===== src/rtl/pfg_pkg.sv =====
// shared constants, bound set table and arithmetic widths for the palette fade generator
`default_nettype none

package pfg_pkg;

  localparam logic OP_TICK = 1'b0;
  localparam logic OP_READ = 1'b1;

  localparam int NUM_BOUNDS = 6;
  localparam int NUM_SETS   = 8;

  localparam int MUL_A_W = 24;
  localparam int MUL_B_W = 16;
  localparam int MUL_P_W = MUL_A_W + MUL_B_W;

  // reciprocals scaled by 2^16, exact for the operand ranges seen here
  localparam logic [15:0] RECIP_15 = 16'd4370;
  localparam logic [15:0] RECIP_13 = 16'd5042;

  localparam logic [7:0] MID_GREY    = 8'd128;
  localparam logic [3:0] SHADE_DIV   = 4'd13;
  localparam logic [7:0] LAST_ENTRY  = 8'd223;

  typedef logic [7:0] bound_t;

  localparam bound_t RESET_BOUNDS [NUM_BOUNDS] = '{8'd10, 8'd190, 8'd10, 8'd170, 8'd0, 8'd255};

  localparam bound_t BOUND_SETS [NUM_SETS][NUM_BOUNDS] = '{
    '{8'd10, 8'd190, 8'd10, 8'd170, 8'd0,  8'd255},
    '{8'd10, 8'd190, 8'd10, 8'd170, 8'd0,  8'd128},
    '{8'd40, 8'd200, 8'd10, 8'd170, 8'd0,  8'd255},
    '{8'd0,  8'd128, 8'd40, 8'd128, 8'd40, 8'd192},
    '{8'd40, 8'd140, 8'd40, 8'd140, 8'd0,  8'd140},
    '{8'd20, 8'd100, 8'd50, 8'd150, 8'd60, 8'd255},
    '{8'd0,  8'd200, 8'd0,  8'd150, 8'd0,  8'd255},
    '{8'd80, 8'd140, 8'd80, 8'd140, 8'd80, 8'd140}
  };

endpackage

`default_nettype wire


===== src/rtl/pfg_mul.sv =====
// shared unsigned multiplier with registered product
`default_nettype none

module pfg_mul (
  input  logic                        clk,
  input  logic [pfg_pkg::MUL_A_W-1:0] a,
  input  logic [pfg_pkg::MUL_B_W-1:0] b,
  output logic [pfg_pkg::MUL_P_W-1:0] prod
);
  import pfg_pkg::*;

  always_ff @(posedge clk) begin
    prod <= MUL_P_W'(a) * MUL_P_W'(b);
  end

endmodule

`default_nettype wire


===== src/rtl/palette_fade_generator.sv =====
// palette fade generator: fade sequencer, palette entry shading and config port
// read request: the shared multiplier works each of the three components in turn, then
//   the result is handed off; an out-of-range entry goes straight to hand-off as zero
// tick request: done at accept at a fade boundary or when fading is off, else each of
//   the six bounds is updated in turn; one request at a time
// synchronous reset loads the start bounds, clears the fade count and set index,
//   enables fading; captured bounds hold no reset value
`default_nettype none

module palette_fade_generator #(
  parameter int FADE_STEPS = 128
) (
  input  logic        clk,
  input  logic        rst,
  // apb config
  input  logic        psel,
  input  logic        penable,
  input  logic        pwrite,
  input  logic [2:0]  paddr,
  input  logic [31:0] pwdata,
  output logic [31:0] prdata,
  output logic        pready,
  // request stream
  input  logic        s_tvalid,
  output logic        s_tready,
  input  logic [7:0]  s_tdata,   // [7:0] entry
  input  logic        s_tuser,   // [0] op
  // result stream
  output logic        m_tvalid,
  input  logic        m_tready,
  output logic [23:0] m_tdata    // [7:0] red, [15:8] green, [23:16] blue
);
  import pfg_pkg::*;

  localparam int RECIP_SHIFT = 24;
  localparam int FADE_RECIP  = (2**RECIP_SHIFT + FADE_STEPS - 1) / FADE_STEPS;

  typedef enum logic [1:0] {S_IDLE, S_TICK, S_READ, S_DONE} state_t;

  state_t           state;
  logic [2:0]       phase;
  logic [2:0]       k;
  logic             fade_enable;
  logic [7:0]       fade_count;
  logic [2:0]       set_index;
  bound_t           bounds [NUM_BOUNDS];
  bound_t           captured [NUM_BOUNDS];
  logic [7:0]       t_r;
  logic [15:0]      acc;
  logic [7:0]       lo_r;
  logic             neg_r;
  logic [3:0]       col_r;
  logic [3:0]       rowc_r;
  logic [2:0][7:0]  res;

  logic [MUL_A_W-1:0] mul_a;
  logic [MUL_B_W-1:0] mul_b;
  logic [MUL_P_W-1:0] prod;

  logic [2:0] bidx;
  bound_t     rd_bound;
  logic [8:0] diff;
  logic [7:0] diff_mag;
  logic [7:0] quot;
  logic [7:0] v;
  logic [7:0] w_mag;
  logic [7:0] shade;
  logic       in_accept;
  logic       cfg_write;

  assign in_accept = s_tvalid && s_tready;
  assign s_tready  = (state == S_IDLE);
  assign cfg_write = psel && penable && pwrite && pready;
  assign pready    = 1'b1;
  assign prdata    = (paddr[2] == 1'b0) ? {31'd0, fade_enable} : 32'd0;

  pfg_mul u_mul (
    .clk  (clk),
    .a    (mul_a),
    .b    (mul_b),
    .prod (prod)
  );

  // lo is fetched in phase 0, hi from phase 1 on
  assign bidx     = (state == S_READ) ? {k[1:0], (phase != 3'd0)} : k;
  assign rd_bound = bounds[bidx];
  assign diff     = {1'b0, rd_bound} - {1'b0, lo_r};
  assign diff_mag = diff[8] ? 8'(-diff) : diff[7:0];
  assign quot     = prod[23:16];
  assign v        = neg_r ? (lo_r - quot) : (lo_r + quot);
  assign w_mag    = v[7] ? {1'b0, v[6:0]} : (MID_GREY - v);
  assign shade    = neg_r ? (MID_GREY - quot) : (MID_GREY + quot);

  always_comb begin
    mul_a = '0;
    mul_b = '0;
    case (state)
      S_TICK: begin
        case (phase)
          3'd0: begin
            mul_a = MUL_A_W'(t_r);
            mul_b = MUL_B_W'(captured[k]);
          end
          3'd1: begin
            mul_a = MUL_A_W'(8'(FADE_STEPS) - t_r);
            mul_b = MUL_B_W'(BOUND_SETS[set_index][k]);
          end
          3'd2: begin
            mul_a = MUL_A_W'(FADE_RECIP);
            mul_b = acc + prod[15:0];
          end
          default: ;
        endcase
      end
      S_READ: begin
        case (phase)
          3'd1: begin
            mul_a = MUL_A_W'(col_r);
            mul_b = MUL_B_W'(diff_mag);
          end
          3'd2: begin
            mul_a = MUL_A_W'(prod[11:0]);
            mul_b = RECIP_15;
          end
          3'd3: begin
            mul_a = MUL_A_W'(w_mag);
            mul_b = MUL_B_W'(rowc_r);
          end
          3'd4: begin
            mul_a = MUL_A_W'(prod[10:0]);
            mul_b = RECIP_13;
          end
          default: ;
        endcase
      end
      default: ;
    endcase
  end

  always_ff @(posedge clk) begin
    if (rst) begin
      state       <= S_IDLE;
      phase       <= '0;
      k           <= '0;
      fade_enable <= 1'b1;
      fade_count  <= '0;
      set_index   <= '0;
      m_tvalid    <= 1'b0;
      for (int i = 0; i < NUM_BOUNDS; i++) begin
        bounds[i] <= RESET_BOUNDS[i];
      end
    end else begin
      if (cfg_write && paddr[2] == 1'b0) begin
        fade_enable <= pwdata[0];
      end
      // the hand-off state reloads the output itself when it is taken
      if (m_tvalid && m_tready && state != S_DONE) begin
        m_tvalid <= 1'b0;
      end
      case (state)
        S_IDLE: begin
          if (in_accept) begin
            phase <= '0;
            k     <= '0;
            if (s_tuser == OP_READ) begin
              if (s_tdata > LAST_ENTRY) begin
                res   <= '0;
                state <= S_DONE;
              end else begin
                col_r  <= s_tdata[3:0];
                rowc_r <= SHADE_DIV - s_tdata[7:4];
                state  <= S_READ;
              end
            end else if (fade_enable) begin
              if (fade_count != 8'd0) begin
                fade_count <= fade_count - 8'd1;
                t_r        <= fade_count - 8'd1;
                state      <= S_TICK;
              end else begin
                // fade finished: next target, present bounds become the origin
                set_index  <= set_index + 3'd1;
                fade_count <= 8'(FADE_STEPS);
                for (int i = 0; i < NUM_BOUNDS; i++) begin
                  captured[i] <= bounds[i];
                end
              end
            end
          end
        end
        S_TICK: begin
          case (phase)
            3'd1: begin
              acc   <= prod[15:0];
              phase <= phase + 3'd1;
            end
            3'd3: begin
              bounds[k] <= prod[31:24];
              phase     <= '0;
              if (k == 3'(NUM_BOUNDS - 1)) begin
                state <= S_IDLE;
              end else begin
                k <= k + 3'd1;
              end
            end
            default: phase <= phase + 3'd1;
          endcase
        end
        S_READ: begin
          case (phase)
            3'd0: begin
              lo_r  <= rd_bound;
              phase <= phase + 3'd1;
            end
            3'd1: begin
              neg_r <= diff[8];
              phase <= phase + 3'd1;
            end
            3'd3: begin
              neg_r <= !v[7];
              phase <= phase + 3'd1;
            end
            3'd5: begin
              res[k[1:0]] <= shade;
              phase       <= '0;
              if (k == 3'd2) begin
                state <= S_DONE;
              end else begin
                k <= k + 3'd1;
              end
            end
            default: phase <= phase + 3'd1;
          endcase
        end
        S_DONE: begin
          if (!m_tvalid || m_tready) begin
            m_tdata  <= res;
            m_tvalid <= 1'b1;
            state    <= S_IDLE;
          end
        end
        default: state <= S_IDLE;
      endcase
    end
  end

  a_count_range: assert property (@(posedge clk) disable iff (rst)
    fade_count <= 8'(FADE_STEPS))
    else $error("fade count above fade length");

  a_rearm: assert property (@(posedge clk) disable iff (rst)
    (in_accept && s_tuser == OP_TICK && fade_enable && fade_count == 8'd0)
      |=> (fade_count == 8'(FADE_STEPS) && state == S_IDLE))
    else $error("fade not rearmed at boundary");

  a_no_tick_when_off: assert property (@(posedge clk) disable iff (rst)
    (in_accept && s_tuser == OP_TICK && !fade_enable) |=> $stable(fade_count) && state == S_IDLE)
    else $error("tick changed state while fading disabled");

  a_out_from_done: assert property (@(posedge clk) disable iff (rst)
    $rose(m_tvalid) |-> $past(state == S_DONE))
    else $error("result presented outside hand-off");

  a_out_of_range: assert property (@(posedge clk) disable iff (rst)
    (in_accept && s_tuser == OP_READ && s_tdata > LAST_ENTRY) |=> (state == S_DONE && res == '0))
    else $error("out-of-range entry not zeroed");

endmodule

`default_nettype wire

===== config.mk =====
export PLATFORM = sky130hd
export DESIGN_NAME = palette_fade_generator
export DESIGN_NICKNAME = d
export VERILOG_FILES = /design/src/rtl/pfg_pkg.sv /design/src/rtl/pfg_mul.sv /design/src/rtl/palette_fade_generator.sv
export SDC_FILE = /design/constraint.sdc
export NUM_CORES = 1
export LEC_CHECK = 0
export ABC_AREA = 1
export ABC_CLOCK_PERIOD_IN_PS = 27100
export BUFFER_PORTS_ARGS = -buffer_cell sky130_fd_sc_hd__buf_2
export CORE_ASPECT_RATIO = 2
export CORE_MARGIN = 1
export CORE_UTILIZATION = 45
export CTS_BUF_LIST = sky130_fd_sc_hd__clkbuf_4 sky130_fd_sc_hd__clkbuf_8
export CTS_CLUSTER_DIAMETER = 150
export DETAILED_ROUTE_END_ITERATION = 6
export PLACE_DENSITY = 0.7
export SLEW_MARGIN = 20
export SYNTH_ARGS = -nofsm -noshare
export SYNTH_HDL_FRONTEND = slang
export SYNTH_SLANG_ARGS = --single-unit

===== constraint.sdc =====
create_clock -name clk -period 27.1 [get_ports clk]
set_input_delay 1.355 -clock clk [delete_from_list [all_inputs] [get_ports clk]]
set_output_delay 1.355 -clock clk [all_outputs]
set_load 0.05 [all_outputs]

==> summary by stage, run 1 <==
Place
OpenSTA, run right after detailed placement, puts the worst setup slack at around 15 ns. The half-perimeter wire length after placement is between 50000 and 60000 µm. The number of I/O port buffers is 44.

The routability congestion estimate from global placement is 1.02. After detailed placement, the design holds a cell count of 3289.

Finish
The fraction of final layout cells sized beyond drive strength 1 is 0.0713. The final layout net count is roughly 3100. Excluding fillers, the count of instances in the completed layout stands at 3346.

The growth of design area from synthesis to finish is 6.44%. The total of fill cells in the finished design is about 4800.

Logic synthesis
The unique cell type count in the Yosys netlist is 64. By area the synthesized netlist is led by sky130_fd_sc_hd__edfxtp_1 (26%), sky130_fd_sc_hd__fa_1 (23%), sky130_fd_sc_hd__inv_1 (8.6%). The mean instance size in the synthesized netlist is 8.82 µm². The post-synthesis sequential element count is approximately 260. The sequential fraction of the synthesis area is 0.309. Yosys printed 0 warnings. By instance count, the leading cell after synthesis is sky130_fd_sc_hd__inv_1. Of the post-synthesis cell area, the part taken by muxes is 0.000432. Of the total synthesized cell area, the portion taken by XOR and XNOR cells is 0.0233. The combinational family with the most area after synthesis is adder cells. The largest total area in the synthesized netlist belongs to sky130_fd_sc_hd__edfxtp_1. Of the total synthesized cell area, the portion taken by full adders, half adders and majority gates is 0.301. The number of enable flip-flop cells after synthesis is 201.

The share of the synthesized area in compound gates (AO/OA/AOI/OAI) came to 0.0814. The share of synthesized area in the top cell type comes to 0.260. By count the netlist is led by sky130_fd_sc_hd__inv_1 (531), sky130_fd_sc_hd__nand2_1 (451), sky130_fd_sc_hd__nor2_1 (303). The simple logic cell fraction of the synthesized area is 0.173. Counting flops with an async set or reset pin after synthesis yields a share of 0. The most used flip-flop cell after synthesis is sky130_fd_sc_hd__edfxtp_1. The area of the mapped netlist is about 23000 µm². The cell count after synthesis is approximately 2600.

Detailed routing
The count of nets left with antenna violations once routing finished came out at 0. The routed length per placed instance is 20.8 µm. The highest routed metal layer is met4. Summed over all nets, wire length on met3 after detailed routing comes to around 2800 µm. The number of vias in the routed layout is between 15000 and 20000. The number of search-and-repair iterations in the first detailed-routing pass is 5. After detailed routing, the number of vias per cell comes to ~5.4. The detailed router finished its first iteration with ~1100 violations. In the final routing, the length of wire on met1 measures approximately 21000 µm.

The detailed-route wire length is roughly 70000 µm. Wire segments on met2 add up to approximately 38000 µm in the final route. After detailed routing, the number of remaining DRC violations is 0.

Timing
The smallest clock period supported by the final layout is computed as ~13 ns. The maximum clock skew at final layout is around 0.045 ns. The ratio of final minimum period to clock period is 0.465. Setup slack closes at approximately 15 ns. Setup repair after global routing left no endpoint under its margin. Setup violations remaining at the end of the flow were counted as 0. For this run, the top clock speed supported by timing is ~79 MHz. At the pin with the least slew margin, the transition time is ~1.1 ns. After routing, the total negative slack on setup checks comes to 0 ns. The max-slew headroom at the worst pin is 0.247. Hold is met by 0.442 ns. The final count of hold timing violations was 0. The max-slew violation count is 0.

Clocking
The total number of clock tree sinks is 257. The count of instances resized after the clock tree is built is 0. The buffers inserted during post-CTS setup optimization is 0.

In this run the number of H-tree levels came out at 1. For the worst-skew pair, the clock arrives at the later sink with an insertion delay of 0.67 ns. Hold repair after CTS inserted 0 buffers. The clock tree buffer depth is 3. Counting the buffers created by CTS gives 30. Clock tree synthesis selected as its root buffer the cell sky130_fd_sc_hd__clkbuf_8. The TritonCTS clock tree is yes. After clock tree synthesis, the clock-pin slew on the worst setup and hold paths is about 0.08 ns.

Global routing
The wire length of the first global-routing pass is approximately 110000 µm. The overall fraction of global-route tracks in use is 0.273. Entering global routing, the biggest net connects between 40 and 50 pins. The via count of the first global-routing pass is 19300.

The overflow left after global routing is 0. The initial antenna violation count came to 1.

Power
The largest vdd supply drop is about 42 µV. The power density over cell area is 57.3 nW/µm². Summed over all cells, the static leakage comes to approximately 11 nW.

Worst hold path
The class of the tightest hold or removal check is reg -> reg.

Setup path
The worst path arrival time is about 13 ns. The slowest stage of the critical path belongs to the cell sky130_fd_sc_hd__fa_1. The nature of the critical path startpoint is a flop.

Across all register-to-register paths, the minimum setup slack is 14.50 ns. In this run the critical register-to-register path is launched from state[0]. The largest single stage delay on the critical path is 0.70 ns. The cell family contributing the most delay on the critical path is adder cells. Measured in cells, the most critical reg-to-reg path has a length of 50. By startpoint and endpoint, the worst setup path is classified as reg -> reg. The most critical setup path has its endpoint at u_mul.prod[30]. Of all nets on the critical path, the largest fanout is 33. The critical path endpoint category is a flop. The worst register-to-register path ends at u_mul.prod[30]. The number of buffers and inverters on the critical path is 14. The required time at the endpoint of the critical path is 27.69 ns. The critical path starts at state[0]. Counting buffers and inverters, the worst setup path is 50 cells deep.

Floorplanning
The initialized floorplan defines between 100 and 150 standard-cell rows. The die covers roughly 52000 µm². The floorplan die height is 323 µm.

The area of the core is between 50000 and 60000 µm². For this configuration, the core starts out at a cell density of 0.456. The chip width is about 160 µm. In this run the count of I/O pins placed on the die edge is between 100 and 150.

Flow run
Across the run, the number of max-cap violations was 0.

Outcome
The flow ran to the end, and the final reports show no timing, DRC or antenna violations.
metal layers:
metal  vias to the layer above  GRT usage
met5                         -          0
met4                         0      0.266
met3                       333     0.0253
met2                       716      0.531
met1                      8854      0.233
li1                       8248          -
flip-flops by register name, summed over array words and instances (netlist names), 4 cells and up, named ones only:
| register | count |
|---|---|
| bounds | 64 |
| captured | 48 |
| u_mul.prod | 32 |
| m_tdata | 24 |
| res | 24 |
| acc | 16 |
| fade_count | 8 |
| lo_r | 8 |
| t_r | 8 |
| col_r | 4 |
| rowc_r | 4 |
layout by cell type, fill, tap and decap left out, types with 20 or more instances in the layout:
cell type	instances
sky130_fd_sc_hd__a21oi_1	106
sky130_fd_sc_hd__buf_2	44
sky130_fd_sc_hd__clkbuf_8	30
sky130_fd_sc_hd__conb_1	32
sky130_fd_sc_hd__dfxtp_1	56
sky130_fd_sc_hd__edfxtp_1	201
sky130_fd_sc_hd__fa_1	261
sky130_fd_sc_hd__ha_1	140
sky130_fd_sc_hd__inv_1	531
sky130_fd_sc_hd__nand2_1	451
sky130_fd_sc_hd__nand3_1	102
sky130_fd_sc_hd__nor2_1	300
sky130_fd_sc_hd__o21ai_0	129
sky130_fd_sc_hd__xnor2_1	20
sky130_fd_sc_hd__xor2_1	38
metrics by stage:
step	area, µm²	util	total power, mW
after CTS	24700	0.485	1.40
final	24700	0.486	1.41
after detailed placement	24000	0.472	1.09
after floorplan	23300	-	0.911
after global routing	24700	0.486	1.48
after global placement	24000	0.472	1.08
final cells by class:
type | count | area [µm²] | area share
inverter | 551 | 2070 | 0.0841
timing repair buffer | 63 | 363 | 0.0147
clock buffer | 36 | 458 | 0.0186
tap | 654 | 818 | 0.0332
sequential | 257 | 7160 | 0.290
antenna | 1 | 2.50 | 0.000101
clock inverter | 20 | 228 | 0.00923
multi-input combinational | 1764 | 13600 | 0.550
worst register-to-register path, delay by kind of cell (launching register included):
family                   cells  cell delay (ns)
flip-flops                   1             0.42
XOR/XNOR                     1             0.15
adder cells (fa/ha/maj)     10             4.45
buffers and inverters       14             2.75
AND/OR/NAND/NOR             20             4.22
AO/OA/AOI/OAI                5             0.54
logic make-up (layout without fill, tap and decap cells):
logic type | count (synthesis) | in the layout
AO/OA/AOI/OAI | 323 | 323
XOR/XNOR | 60 | 60
adder cells (fa/ha/maj) | 401 | 401
buffers and inverters | 637 | 670
flip-flops | 257 | 257
multiplexers | 1 | 1
other | 2 | 33
AND/OR/NAND/NOR | 947 | 947
how the worst min path moves through the flow:
stage / start / endpoint / cells past startpoint
floorplan: u_mul.prod[12] / acc[12] / 0
global placement: u_mul.prod[14] / acc[14] / 0
detailed placement: u_mul.prod[14] / acc[14] / 0
CTS: bounds[3][0] / captured[3][0] / 0
global route: u_mul.prod[14] / acc[14] / 0
finish: bounds[3][0] / captured[3][0] / 0
report_power, final:
part           internal (mW)  switching, mW
sequential             0.462         0.0275
combinational          0.165          0.448
clock                  0.154          0.157
No activity file was read; power rests on OpenSTA's default activity.
==> run 2: changes to the inputs <==
ABC_CLOCK_PERIOD_IN_PS = 13200   (was 27100)
clock period = 13.2 ns   (was 27.1 ns; I/O delays follow)
==> run 2 against run 1 <==
Final cell count about the same. Die area unchanged. Worst hold slack got worse by 0.19 ns. Setup slack got worse by 13 ns. Critical path depth decreased by 5. Global-route usage increased by 1.5 points. Critical path type unchanged.
==> summary by stage, run 2 (same netlist as run 1, synthesis figures left out) <==
Clocking
The cell at the root of the clock tree is sky130_fd_sc_hd__clkbuf_8. The buffers inserted during post-CTS setup optimization is 0. The count of instances resized after the clock tree is built is 0. At the later pin of the worst-skew pair, clock insertion delay measures approximately 0.64 ns. The hold-fix buffer count after cts is 0. CTS built an H-tree with a depth of 1. The number of clock buffers added by TritonCTS is 30. The total number of clock tree sinks is between 200 and 300. After clock tree synthesis, the clock-pin slew on the worst setup and hold paths is roughly 0.080 ns. The clock tree buffer depth is 3. TritonCTS built the clock tree.

Global routing
In the global route stage, overall resource usage came out at 0.287. The maximum number of pins on one net before global-route repair is 49. The via count of the first global-routing pass is a little under 20000. The initial antenna violation count is 1. The first global-routing pass estimated 110000 µm of wire. The overflow left after global routing is 0.

Floorplanning
The floorplan step defined a die boundary enclosing roughly 52000 µm². The floorplan die height is about 320 µm. Pin placement for this block handled 110 I/O pins.

The die is approximately 160 µm wide. The area of the core is between 50000 and 60000 µm². The starting utilization of the core area is 0.456. The placement row count is between 100 and 150.

Outcome
The run finished with clean final reports.

Finish
The final layout net count is between 3000 and 4000. The growth of design area from synthesis to finish is 5.97%. The most common cell after layout, fill and taps aside is sky130_fd_sc_hd__inv_1. The total of fill cells in the finished design is about 4800. The sequential cell area is roughly 7000 µm².

In the final layout, the registers with the most flip-flops are bounds: 64 flops, captured: 48 flops, u_mul.prod: 32 flops. The library cells used most frequently in the layout, excluding fill and tap cells, are sky130_fd_sc_hd__inv_1 (531), sky130_fd_sc_hd__nand2_1 (451), sky130_fd_sc_hd__nor2_1 (300). In the final layout, the share of cells above drive strength 1 is 0.0695. The register containing the most flip-flops in the final layout is bounds.

The flip-flop count of the largest register, all copies and words added is 64. The total area of multi-input combinational cells is 13600 µm².

Place
The wire-length estimate of the detail-placed layout is around 60000 µm. The congestion estimate from routability-driven global placement came to around 1.0. The pre-CTS setup slack is 1.84 ns. During placement, the flow inserted port buffers numbering 44.

Setup path
The standard cell with the maximum stage delay on the critical path is sky130_fd_sc_hd__inv_1. The worst setup path is of the reg -> reg kind. In this design, the stage delay of the slowest critical-path cell is 0.86 ns.

The nature of the critical path startpoint is a flop. The critical path endpoint category is a flop. Data on the critical path is required at its endpoint by approximately 14 ns.

For the worst setup path, the data arrival time is about 12 ns. Of all nets on the critical path, the largest fanout is 32.

Timing
The final count of hold timing violations is 0. The max-slew violation count is 0. In this run the tightest slew margin relative to its limit is 0.225.

The achievable frequency is roughly 86 MHz. Adding up every negative setup slack in the final design gives 0 ns. On the final layout, the worst hold slack is between 0.2 and 0.3 ns. For the pin with the worst max-slew slack, the measured transition is approximately 1.2 ns.

Setup violations remaining at the end of the flow were counted as 0. In the finished design, the share of the clock period the worst path needs comes to 0.881. Once routing completed, OpenROAD measured the worst setup slack at around 1.6 ns.

For the final database, setup skew stands at between 0.03 and 0.04 ns. Setup repair after global routing left no endpoint under its margin. The shortest clock period the worst path allows after layout is 11.62 ns.

Detailed routing
Summed over all layers, the routed wires come to around 73000 µm. Across all layers, the routed design uses roughly 18000 vias. The first TritonRoute pass finished after 5 iterations. In the routed design, unresolved DRC markers number 0. The number of routed nets with antenna violations is 0.

Using the TritonRoute via totals, the vias-per-cell ratio works out to approximately 5.4. The initial DRC count is roughly 1300. After detailed routing, the average wire length per cell comes to roughly 22 µm.

Flow run
Max-cap violations in this run came to 0.

Power
The static leakage power is about 11 nW. IR analysis of the VDD net gives a maximum drop of 101 µV. Dividing total power by cell area gives a power density of 114 nW/µm².

Worst hold path
The class of the tightest hold or removal check is in -> reg.
-- run 2: path summary, 6_finish.rpt --
kind / start / to / slack [ns] / cells after the start
worst max-delay path: k[0] / u_mul.prod[30] / 1.58 / 45
worst min-delay path: pwdata[0] / fade_enable / 0.26 / 3
worst max register to register: k[0] / u_mul.prod[30] / 1.58 / 45
worst min register to register: u_mul.prod[14] / acc[14] / 0.45 / 0
-- run 2: per-stage QoR --
stage	instance area, µm²	util	cells	total power [mW]
final	24600	0.483	3344	2.79
after global routing	24600	0.483	3344	2.94
after global placement	24000	0.472	3289	2.20
after detailed placement	24000	0.472	3289	2.23
after floorplan	23300	-	2658	1.87
after CTS	24600	0.483	3343	2.78
-- run 2: report_power, final --
group	switching, mW	total [mW]	internal (mW)
combinational	0.894	1.23	0.339
sequential	0.0562	1.00	0.948
clock	0.303	0.556	0.253
-- run 2: layer usage --
metal | wire length [µm] | GRT usage | up-vias
li1 | - | - | 8256
met1 | 21300 | 0.244 | 8828
met2 | 39900 | 0.553 | 782
met3 | 3520 | 0.0335 | 342
met4 | 8260 | 0.287 | 0
met5 | 0 | 0 | -
-- run 2: critical path: cells and delay by family, from the launching register on --
kind                     cells  cell delay (ns)
buffers and inverters       11             2.21
XOR/XNOR                     1             0.15
AND/OR/NAND/NOR             20             3.84
adder cells (fa/ha/maj)      9             4.06
flip-flops                   1             0.71
AO/OA/AOI/OAI                4             0.58
-- run 2: cell type report --
class                           count  share of cell area
Inverter                          551              0.0844
Sequential cell                   257               0.291
Timing Repair Buffer               63              0.0148
Multi-Input combinational cell   1764               0.552
Clock inverter                     15             0.00316
Tap cell                          654              0.0333
Antenna cell                        1            0.000102
Clock buffer                       39              0.0206
==> run 3: changes to the inputs <==
RECOVER_POWER = 100   (was unset)
==> run 3 against run 2 <==
The flow now finishes with violations (capacitance limit, slew limit). Sequential share of layout area increased by 0.10 points. Global-route usage unchanged. Combinational power about the same. Final cell count unchanged. Critical path depth increased by 1. Largest power group unchanged. Clock-buffer cell count unchanged. Maximum frequency decreased by 2.6%. Worst hold slack got worse by 0.0045 ns. Total power decreased by 0.10%.
==> summary by stage, run 3 (same netlist as run 1, synthesis figures left out) <==
Setup path
For the worst setup path, the data required time is around 14 ns. The slack of the worst reg-to-reg path is about 1.3 ns. The maximum fanout encountered on the critical timing path is 32.

STA puts the critical path data arrival time at 12.47 ns. In this run the critical register-to-register path is captured at u_mul.prod[30]. The critical path is of the reg -> reg type. Counting cells, the worst reg-to-reg path comes to 46. The standard cell with the maximum stage delay on the critical path is sky130_fd_sc_hd__inv_1. The peak per-stage delay on the critical path is about 0.86 ns. The most common cell type on the critical path is sky130_fd_sc_hd__inv_1. STA classifies the critical path endpoint as a flop. The reg-to-reg critical path startpoint is state[0].

The nature of the critical path startpoint is a flop.

Worst hold path
The tightest min-delay check is of the in -> reg type. The worst hold path passes through 3 cells. The worst hold path terminates at fade_enable. The startpoint of the tightest hold check path is pwdata[0].

Place
The pre-CTS setup slack is 1.84 ns. The number of I/O port buffers is between 40 and 50. The post-detailed-placement cell area is ~24000 µm². After legalization and detailed placement, the total HPWL measured between 50000 and 60000 µm. In this run, placement finished with an instance count of around 3300. Routability-driven placement finished with a final weighted congestion of around 1.

Timing
The number of failing setup endpoints in the final timing report is 0. The max-slew violation count is 74. Setup repair after global routing left no endpoint under its margin. The slew at the pin closest to its max-slew limit is around 2.7 ns. The achievable frequency is approximately 84 MHz. The final count of hold timing violations is 0.

The accumulated negative setup slack is 0 ns. For the final database, setup skew stands at ~0.036 ns. The post-route worst hold slack is ~0.25 ns. The shortest clock period the worst path allows after layout is ~12 ns. The ratio of final minimum period to clock period is 0.904. Setup slack closes at approximately 1.3 ns. In this run the tightest slew margin relative to its limit is -0.768.

Clocking
TritonCTS built the clock tree. The cell at the root of the clock tree is sky130_fd_sc_hd__clkbuf_8. The buffers inserted during post-CTS setup optimization is 0. The clock net in this run drives a total of 257 sinks. No sink is reached through more buffers than the 3 on the longest clock path. Post-CTS repair changed the size of 0 cells. The maximum level of the CTS H-tree is 1. The clock reaches the later pin of the worst-skew pair after roughly 0.64 ns.

The hold-fix buffer count after cts is 0. The number of buffers inserted during clock tree synthesis is 30. The clock transition at the registers of the reported paths is about 0.08 ns.

Floorplanning
The placement row count is ~120. The number of ports placed on the die boundary is 110. The core region is roughly 50000 µm².

The area enclosed by the die boundary is 52500 µm². Measured along the y axis, the die boundary spans around 320 µm. The starting utilization of the core area is 0.456.

The floorplan step set the die width to approximately 160 µm.

Finish
Leaving out fill and tap cells, the most frequent cells in the layout are sky130_fd_sc_hd__inv_1 (532), sky130_fd_sc_hd__nand2_1 (451), sky130_fd_sc_hd__nor2_1 (301). The register containing the most flip-flops in the final layout is bounds. In the final layout, the share of cells above drive strength 1 is 0.0532. The largest registers in the layout are bounds: 64 flops, captured: 48 flops, u_mul.prod: 32 flops. The final non-filler cell total is 3344. After routing the design area is 24500 µm². The area growth from synthesis to layout is 5.61%. At the end of the flow, the number of nets in the layout was ~3100.

The most common cell after layout, fill and taps aside is sky130_fd_sc_hd__inv_1. The flip-flop count of the largest register, all copies and words added is 64. For this run, the share of the core covered by cells in the final layout is 0.482.

Detailed routing
The detail route stage leaves a number of antenna-violating nets equal to 0. The highest routed metal layer is met4. The detailed-routed wire length on met2 is approximately 40000 µm.

After detailed routing, the wire length on met1 is ~21000 µm. The routed layout has approximately 18000 vias. The detailed-route vias per instance is between 5 and 6. The pre-antenna-repair detailed-routing pass consisted of 7 iterations. After detailed routing, the total wire length is 73100 µm. The initial DRC count is ~1200. The amount of wire on met3 after detailed routing is approximately 3400 µm. After detailed routing, the number of remaining DRC violations is 0. In the final routed layout, each cell accounts on average for roughly 22 µm.

Power
The power density over cell area is between 100 and 150 nW/µm². The design draws between 2 and 3 mW. The worst-case IR drop observed on VDD is between 90 and 100 µV. Summed over all cells, the static leakage comes to roughly 11 nW.

Global routing
The first global-routing pass estimated about 110000 µm of wire. The initial antenna violation count is 1. The via count of the first global-routing pass is ~20000.

The maximum number of pins on one net before global-route repair is ~50. The overall fraction of global-route tracks in use is 0.287. The overflow left after global routing is 0.

Outcome
The flow ran to the end, but the final reports show violations. The checks that failed: capacitance limit, slew limit.

Flow run
The tool flagged a number of max-cap violations equal to 2.
run 3: worst max path at each step:
stage / from / to / slack, ns / depth (start not counted)
floorplan: state[0] / u_mul.prod[30] / 4.67 / 48
global placement: state[0] / u_mul.prod[30] / 1.96 / 44
detailed placement: state[0] / u_mul.prod[30] / 1.84 / 44
CTS: state[0] / u_mul.prod[30] / 1.79 / 44
global route: state[0] / u_mul.prod[30] / 0.55 / 47
finish: state[0] / u_mul.prod[30] / 1.26 / 46
run 3: report_power, final:
part	internal, mW	switching [mW]
Sequential	0.951	0.0559
Combinational	0.334	0.893
Clock	0.253	0.304
run 3: layout make-up:
| type | count | area (µm²) |
|---|---|---|
| Sequential cell | 257 | 7160 |
| Fill cell | 4875 | 26300 |
| Tap cell | 654 | 818 |
| Timing Repair Buffer | 63 | 292 |
| Antenna cell | 1 | 2.50 |
| Clock buffer | 39 | 505 |
| Multi-Input combinational cell | 1764 | 13500 |
| Inverter | 551 | 2070 |
| Clock inverter | 15 | 77.6 |
run 3: worst max-delay path: cells and delay by family, from the launching register on:
family          cells  cell delay, ns
buf+inv            12            2.73
compound gates      4            0.64
flops               1            0.41
fa+ha+maj          10            4.26
xor+xnor            1            0.15
simple gates       19            3.64
run 3: per-layer routing:
layer / track usage / vias to the layer above
li1: - / 8244
met5: 0 / -
met4: 0.287 / 0
met1: 0.244 / 8846
met2: 0.553 / 809
met3: 0.0335 / 367
